### src/rtl/dcls_pkg.sv
// ----------------------------------------------------------------------------
// dcls_pkg
// Shared types and constants for the daily count log store.
// ----------------------------------------------------------------------------
package dcls_pkg;

  localparam int STORE_BYTES = 1024;
  localparam int ADDR_W      = $clog2(STORE_BYTES);
  localparam int PG_W        = ((ADDR_W > 10) ? ADDR_W : 10) + 2;

  localparam int LOG_START   = 12;
  localparam int SCAN_START  = 13;
  localparam int TOT_BYTES   = 12;

  localparam logic [7:0] EMPTY_MARK = 8'd254;
  localparam logic [7:0] MAX_COUNT  = 8'd253;
  localparam logic [7:0] OUT_MARK   = 8'hFF;

  localparam int REQ_W       = 3;
  localparam int COUNT_W     = 16;
  localparam int PAGE_W      = 8;
  localparam int TOTAL_W     = 32;
  localparam int DAY_PTR_W   = 10;
  localparam int BYTE_W      = 8;
  localparam int IN_TDATA_W  = 56;
  localparam int OUT_TDATA_W = 56;

  typedef enum logic [2:0] {
    REQ_NEW_DAY     = 3'd0,
    REQ_STORE_TODAY = 3'd1,
    REQ_READ_PAGE   = 3'd2,
    REQ_READ_TOTAL  = 3'd3,
    REQ_STORE_TOTAL = 3'd4,
    REQ_CLEAR       = 3'd5
  } req_t;

  typedef enum logic [3:0] {
    S_INIT,
    S_IDLE,
    S_SCAN,
    S_STW0,
    S_STW1,
    S_PG_RD,
    S_PG_LD,
    S_TOT_RD,
    S_TOT_TAIL,
    S_TOT_OUT,
    S_TOTW,
    S_CLR,
    S_DONE
  } state_t;

  typedef enum logic [1:0] {
    ADDR_CNT,
    ADDR_SLOT,
    ADDR_SLOT1,
    ADDR_PAGE
  } addr_sel_t;

  typedef enum logic [1:0] {
    WR_CLEAR,
    WR_COUNT,
    WR_MARK,
    WR_TOTAL
  } wr_sel_t;

  typedef enum logic [1:0] {
    OUT_PLAIN,
    OUT_TOTAL,
    OUT_BYTE
  } out_sel_t;

  typedef struct packed {
    logic      latch;
    logic      cnt_ld;
    logic      cnt_scan;
    logic      cnt_inc;
    logic      mem_rd;
    logic      mem_wr;
    addr_sel_t addr_sel;
    wr_sel_t   wr_sel;
    logic      slot_hit;
    logic      slot_wrap;
    logic      tot_shift;
    logic      out_ld;
    out_sel_t  out_sel;
    logic      out_last;
  } cmd_t;

  typedef struct packed {
    logic cnt_clr_end;
    logic cnt_tot_end;
    logic pg_last;
    logic rd_hit;
    logic rd_scan_end;
    logic out_free;
  } sts_t;

endpackage

### src/rtl/dcls_ctrl.sv
// ----------------------------------------------------------------------------
// dcls_ctrl
// Request sequencer: clearing sweep, scan, day store, page read, total read/write.
// ----------------------------------------------------------------------------
module dcls_ctrl (
  input  logic                           clk,
  input  logic                           rst_n,
  input  logic                           in_tvalid,
  input  logic [dcls_pkg::REQ_W-1:0]     in_req,
  output logic                           in_tready,
  input  dcls_pkg::sts_t                 sts,
  output dcls_pkg::cmd_t                 cmd
);

  dcls_pkg::state_t state_r, state_nxt;

  always_ff @(posedge clk) begin
    if (!rst_n) begin
      state_r <= dcls_pkg::S_INIT;
    end else begin
      state_r <= state_nxt;
    end
  end

  always_comb begin
    state_nxt = state_r;
    unique case (state_r)
      dcls_pkg::S_INIT: begin
        if (sts.cnt_clr_end) state_nxt = dcls_pkg::S_IDLE;
      end
      dcls_pkg::S_IDLE: begin
        if (in_tvalid) begin
          unique case (dcls_pkg::req_t'(in_req))
            dcls_pkg::REQ_NEW_DAY:     state_nxt = dcls_pkg::S_SCAN;
            dcls_pkg::REQ_STORE_TODAY: state_nxt = dcls_pkg::S_STW0;
            dcls_pkg::REQ_READ_PAGE:   state_nxt = dcls_pkg::S_PG_RD;
            dcls_pkg::REQ_READ_TOTAL:  state_nxt = dcls_pkg::S_TOT_RD;
            dcls_pkg::REQ_STORE_TOTAL: state_nxt = dcls_pkg::S_TOTW;
            dcls_pkg::REQ_CLEAR:       state_nxt = dcls_pkg::S_CLR;
            default:                   state_nxt = dcls_pkg::S_DONE;
          endcase
        end
      end
      dcls_pkg::S_SCAN: begin
        if (sts.rd_hit || sts.rd_scan_end) state_nxt = dcls_pkg::S_DONE;
      end
      dcls_pkg::S_STW0:  state_nxt = dcls_pkg::S_STW1;
      dcls_pkg::S_STW1:  state_nxt = dcls_pkg::S_DONE;
      dcls_pkg::S_PG_RD: state_nxt = dcls_pkg::S_PG_LD;
      dcls_pkg::S_PG_LD: begin
        if (sts.out_free) begin
          state_nxt = sts.pg_last ? dcls_pkg::S_IDLE : dcls_pkg::S_PG_RD;
        end
      end
      dcls_pkg::S_TOT_RD: begin
        if (sts.cnt_tot_end) state_nxt = dcls_pkg::S_TOT_TAIL;
      end
      dcls_pkg::S_TOT_TAIL: state_nxt = dcls_pkg::S_TOT_OUT;
      dcls_pkg::S_TOT_OUT: begin
        if (sts.out_free) state_nxt = dcls_pkg::S_IDLE;
      end
      dcls_pkg::S_TOTW: begin
        if (sts.cnt_tot_end) state_nxt = dcls_pkg::S_DONE;
      end
      dcls_pkg::S_CLR: begin
        if (sts.cnt_clr_end) state_nxt = dcls_pkg::S_DONE;
      end
      dcls_pkg::S_DONE: begin
        if (sts.out_free) state_nxt = dcls_pkg::S_IDLE;
      end
      default: state_nxt = dcls_pkg::S_INIT;
    endcase
  end

  always_comb begin
    cmd          = '0;
    cmd.addr_sel = dcls_pkg::ADDR_CNT;
    cmd.wr_sel   = dcls_pkg::WR_CLEAR;
    cmd.out_sel  = dcls_pkg::OUT_PLAIN;
    in_tready    = 1'b0;
    unique case (state_r)
      dcls_pkg::S_INIT, dcls_pkg::S_CLR: begin
        cmd.mem_wr  = 1'b1;
        cmd.cnt_inc = 1'b1;
      end
      dcls_pkg::S_IDLE: begin
        in_tready    = 1'b1;
        cmd.latch    = in_tvalid;
        cmd.cnt_ld   = in_tvalid;
        cmd.cnt_scan = (dcls_pkg::req_t'(in_req) == dcls_pkg::REQ_NEW_DAY);
      end
      dcls_pkg::S_SCAN: begin
        cmd.mem_rd    = 1'b1;
        cmd.cnt_inc   = 1'b1;
        cmd.slot_hit  = sts.rd_hit;
        cmd.slot_wrap = !sts.rd_hit && sts.rd_scan_end;
      end
      dcls_pkg::S_STW0: begin
        cmd.mem_wr   = 1'b1;
        cmd.addr_sel = dcls_pkg::ADDR_SLOT;
        cmd.wr_sel   = dcls_pkg::WR_COUNT;
      end
      dcls_pkg::S_STW1: begin
        cmd.mem_wr   = 1'b1;
        cmd.addr_sel = dcls_pkg::ADDR_SLOT1;
        cmd.wr_sel   = dcls_pkg::WR_MARK;
      end
      dcls_pkg::S_PG_RD: begin
        cmd.mem_rd   = 1'b1;
        cmd.addr_sel = dcls_pkg::ADDR_PAGE;
      end
      dcls_pkg::S_PG_LD: begin
        cmd.out_sel  = dcls_pkg::OUT_BYTE;
        cmd.out_ld   = sts.out_free;
        cmd.out_last = sts.pg_last;
        cmd.cnt_inc  = sts.out_free && !sts.pg_last;
      end
      dcls_pkg::S_TOT_RD: begin
        cmd.mem_rd    = 1'b1;
        cmd.cnt_inc   = 1'b1;
        cmd.tot_shift = 1'b1;
      end
      dcls_pkg::S_TOT_TAIL: begin
        cmd.tot_shift = 1'b1;
      end
      dcls_pkg::S_TOT_OUT: begin
        cmd.out_sel  = dcls_pkg::OUT_TOTAL;
        cmd.out_ld   = sts.out_free;
        cmd.out_last = 1'b1;
      end
      dcls_pkg::S_TOTW: begin
        cmd.mem_wr  = 1'b1;
        cmd.wr_sel  = dcls_pkg::WR_TOTAL;
        cmd.cnt_inc = 1'b1;
      end
      dcls_pkg::S_DONE: begin
        cmd.out_ld   = sts.out_free;
        cmd.out_last = 1'b1;
      end
      default: begin
        cmd = '0;
      end
    endcase
  end

endmodule

### config.mk
export PLATFORM = sky130hd
export DESIGN_NAME = dcls_ctrl
export DESIGN_NICKNAME = d
export VERILOG_FILES = /design/src/rtl/dcls_pkg.sv /design/src/rtl/dcls_ctrl.sv
export SDC_FILE = /design/constraint.sdc
export NUM_CORES = 1
export LEC_CHECK = 0
export BUFFER_PORTS_ARGS = -buffer_cell sky130_fd_sc_hd__clkbuf_2
export CORE_MARGIN = 5
export CORE_UTILIZATION = 45
export CTS_CLUSTER_DIAMETER = 80
export DETAILED_ROUTE_END_ITERATION = 12
export PLACE_DENSITY = 0.85
export SYNTH_ARGS = -nofsm -noshare
export SYNTH_HDL_FRONTEND = slang
export SYNTH_SLANG_ARGS = --single-unit
### constraint.sdc
create_clock -name clk -period 2.26 [get_ports clk]
set_input_delay 0.226 -clock clk [delete_from_list [all_inputs] [get_ports clk]]
set_output_delay 0.226 -clock clk [all_outputs]
set_load 0.02 [all_outputs]
Word-level counts from Yosys, hierarchy flattened
Index checks and enable logic that the tools add are counted.

Register bits: 4. Input port bits: 12. Output and inout port bits: 18. Logic and storage cells: 63.

Equality and inequality tests: 25. Muxes and demuxes: 23. Reduce and logical (&&, ||, !) cells: 14.

Operators with widths (number): one-hot mux 4 bit (12 select lines) (1); two-way mux 4 bit (8); one-hot mux 4 bit (6 select lines) (1); == test 4 bit, second input constant (5); == test 4 x 3 -> 1 bit, second input constant (4); != test 2 bit, second input constant (7); one-hot mux 2 bit (3 select lines) (2); OR reduction 5 bit (2); == test 4 x 2 -> 1 bit, second input constant (2); AND reduction 8 bit (1); == test 3 x 2 -> 1 bit, second input constant (2); == test 3 bit, second input constant (2); two-way mux 3 bit (2); OR reduction 3 bit (2); two-way mux 1 bit (5); == test 4 x 1 -> 1 bit, second input constant (1); logical NOT 4 bit (1); one-hot mux 1 bit (2 select lines) (2); one-hot mux 2 bit (2 select lines) (1); OR reduction 2 bit (2); == test 3 x 1 -> 1 bit, second input constant (1); logical NOT 3 bit (1); logical AND 1 bit (2); logical NOT 1 bit (2); other kinds (3) (3).

Logic depth before layout (Yosys ltp)
Depth after elaboration: 4. Mapped depth: 6. Depth with buffers taken out: 4.

Least setup slack after synthesis
No wires, ideal clock.

Path type: reg-to-output. Start: register state_r[0]. End: output cmd[16] (netlist bit). Arrival time: 1.806 ns. Data required time: 2.034 ns. Slack: 0.228 ns. Stages on the path, launching flop included: 7. Path buffers: 3. Cell sequence: dfxtp_1 -> buf_6 -> buf_2 -> nand2b_1 -> nor3_1 -> and2_1 -> buf_4.

RTL lines: start: declaration (RTL line dcls_ctrl.sv:15) `dcls_pkg::state_t state_r, state_nxt;`; start signal: assignment (RTL line dcls_ctrl.sv:19) `state_r <= dcls_pkg::S_INIT;`; start signal: assignment (RTL line dcls_ctrl.sv:21) `state_r <= state_nxt;`; end: declaration (RTL line dcls_ctrl.sv:12) `output dcls_pkg::cmd_t cmd`.

==> results.ini <==
[sta]
timing.clock.skew_ns=0.001664
max_slew.worst_pin.slew_ns=0.6160
finalSetupTns_ns=0
hold_violations=0
finalMaxSlewViolations=0
grt_setup_unrepaired=no
post-route-min-period_ns=2.023
timing.final.setup_violations=0
post-route-period-util_pct=89.52
relSlewSlack_pct=58.88
fmaxAchievable_ghz=0.4943

[finish]
max_flop_register=state_r
nets=130
layout_top_registers=state_r (4)
largest_reg_flops=4
antenna-diode-count=0
post-route-util_pct=60.78
areaGrowthSynthToFinish_pct=25.98
drive_gt1_share_pct=36.21

[logic_synthesis]
synth.avg_cell_area_um2=7.223
synth.cell_area_um2=635.6
synth_cells=88
synth_fp_nets=100
synth_edf_count=0
synth_cell_types=40
synth.ff_latch_count=4
post_synth_arst_share_pct=0
synth-seq-area-share_pct=12.60
synth_ff_type=dfxtp_1
synth_warn=0

[power]
intPower_uw=492.1
p_sw_share_pct=52.65
power.clock.fraction_pct=8.7
netSwitchingPower_uw=547.3
post-layout-total-power_mw=1.039
power_frac_comb_pct=74.4
p_leak_nw=0.3940
peakVddDrop_v=0.0005810
share_seq_of_total_power_pct=16.9
power_density_nw_per_um2=1298

[global_routing]
grt_antenna_before_repair=0
grt_first_pass_wirelength_mm=3.091
grt_max_degree=19
grt_remaining_overflow=0
vias_in_the_first_global_route=704
globalRouteTotalUtil_pct=18.84

[setup_path]
crit_arrival_ns=1.80
critical_path_peak_fanout=18
worst_path_dominant_cell_family=flip-flops
critPathBufInv=1
cell_by_cell_trace_of_the_critical_path=or2_1 > nor2_1 > o21a_1 > clkbuf_2
timing.critical_path.required_ns=2.03
timing.setup.critical_path_class=flip-flop to output pin
end_kind=output pin
crit_path_start_kind=flip-flop
critPathMaxStageDelay_ns=0.70
critPathSlowestCell=dfxtp_1

[detailed_routing]
postRouteAntennaNets=0
detail_route.vias_per_cell=5.756
drt-pass1-iter-count=4
via_count=754
remaining_drc_errors=0
wl_per_cell_um=13.93
drt-initial-drc-count=11
drt-total-wl_mm=1.825

[clock_network]
htree_levels=1
insertion_delay_of_the_later_clocked_pin_in_the_worst_skew_pair_ns=0.24
clkSinkCount=4
cts_setup_buffers=0
cts_buffers=3
cts_root_buffer=clkbuf_4
clkSlewWorstSetupHoldPaths_ns=0.04
cts-resized-gates=0
ctsLongestPathBuffers=2
cts_tree=done
hold_buffers=0

[die]
initial_cell_density_of_the_core_pct=48.24
num_io_pins=30
die_area_um2=2264
placement_rows=13
die_width_um=47.58
core_region_area_um2=1318
die_height_um=47.58

[run]
timing.max_cap.violations=0

[placed_design]
routabilityCongestion=0.8055
post_dp_hpwl_mm=1.432
port_buffers=29

[status]
outcome=complete, no violations

[min_path]
hold_path_class=input pin to flip-flop

## cell usage after synthesis, types with 2 or more instances
library cell,n,share of area [%]
nor3_1,3,2.4
a41oi_1,2,2.8
dfxtp_1,4,13
inv_1,5,3.0
buf_4,2,2.4
nand3b_1,3,3.5
a21boi_0,2,2.4
nor2b_1,3,3.0
mux2i_1,4,6.3
clkbuf_1,3,1.8
nor2_1,7,4.1
and3b_1,2,2.8
buf_6,2,3.5
a21oi_1,7,5.5
nand2b_1,6,5.9
nand2_1,7,4.1
o32a_1,2,3.1
o21ai_0,2,1.6
## cells by family after synthesis
| logic type | synth area share [%] |
|---|---|
| AO/OA/AOI/OAI | 24.61 |
| XOR/XNOR | 1.378 |
| buffers and inverters | 12.20 |
| flip-flops | 12.60 |
| multiplexers | 9.843 |
| AND/OR/NAND/NOR | 39.38 |
## through the flow
stage	hold WS [ns]	setup slack (ns)	area (um2)	std cells
finish	0.2685	0.2368	800.8	131
global route	0.2744	0.06622	800.8	131
CTS	0.2677	0.2642	800.8	131
detailed placement	0.5172	0.2804	778.2	128
global placement	0.5110	0.3694	778.2	128
floorplan	0.3764	0.2283	635.6	88
## power by group through the flow
stage          combinational, mW  sequential (mW)  clock, mW
2_1_floorplan              0.666            0.113          0
3_3_place_gp               0.747            0.171          0
3_5_place_dp               0.770            0.175          0
4_1_cts                    0.775            0.173     0.0922
5_1_grt                    0.850            0.183     0.0977
6_report                   0.773            0.176     0.0903
## metal layers
| metal | global-route usage, % | up-vias | routed length (um) |
|---|---|---|---|
| li1 | - | 375 | - |
| met1 | 23.11 | 342 | 780 |
| met2 | 31.82 | 30 | 891 |
| met3 | 4.511 | 7 | 122 |
| met4 | 6.989 | 0 | 31 |
| met5 | 0 | - | 0 |
## tightest hold or removal path: cells and delay by family
family / cells / cell delay, ns
muxes: 1 / 0.06
buffers and inverters: 1 / 0.11
and+or+nand+nor: 1 / 0.06
## cell type report
cell class,instances,area (um2)
clock buffers,3,22.52
fillers,132,516.7
inverters,5,18.77
multi-input cells,70,478.0
flip-flops and latches,4,80.08
well taps,15,18.77
repair buffers,34,182.7
## cells in the final DEF, fill, tap and decap left out, types with 2 or more instances in the layout
| cell type | netlist | final |
|---|---|---|
| clkbuf_2 | 1 | 29 |
| nand2_1 | 7 | 7 |
| nor2_1 | 7 | 7 |
| a21oi_1 | 7 | 7 |
| nand2b_1 | 6 | 6 |
| inv_1 | 5 | 5 |
| buf_4 | 2 | 5 |
| mux2i_1 | 4 | 4 |
| dfxtp_1 | 4 | 4 |
| nor3_1 | 3 | 3 |
| nand3b_1 | 3 | 3 |
| nor2b_1 | 3 | 3 |
| clkbuf_4 | 0 | 3 |
| o21ai_0 | 2 | 2 |
| and3b_1 | 2 | 2 |
| o32a_1 | 2 | 2 |
| a21boi_0 | 2 | 2 |
| a41oi_1 | 2 | 2 |
## final timing paths
check / start / end / slack [ns] / depth (start not counted)
max: state_r[0] / cmd[3] / 0.24 / 4
min: rst_n / state_r[1] / 0.27 / 3
max reg2reg: state_r[0] / state_r[2] / 0.26 / 4
min reg2reg: state_r[1] / state_r[1] / 0.62 / 2
No activity file was read; power rests on OpenSTA's default activity.
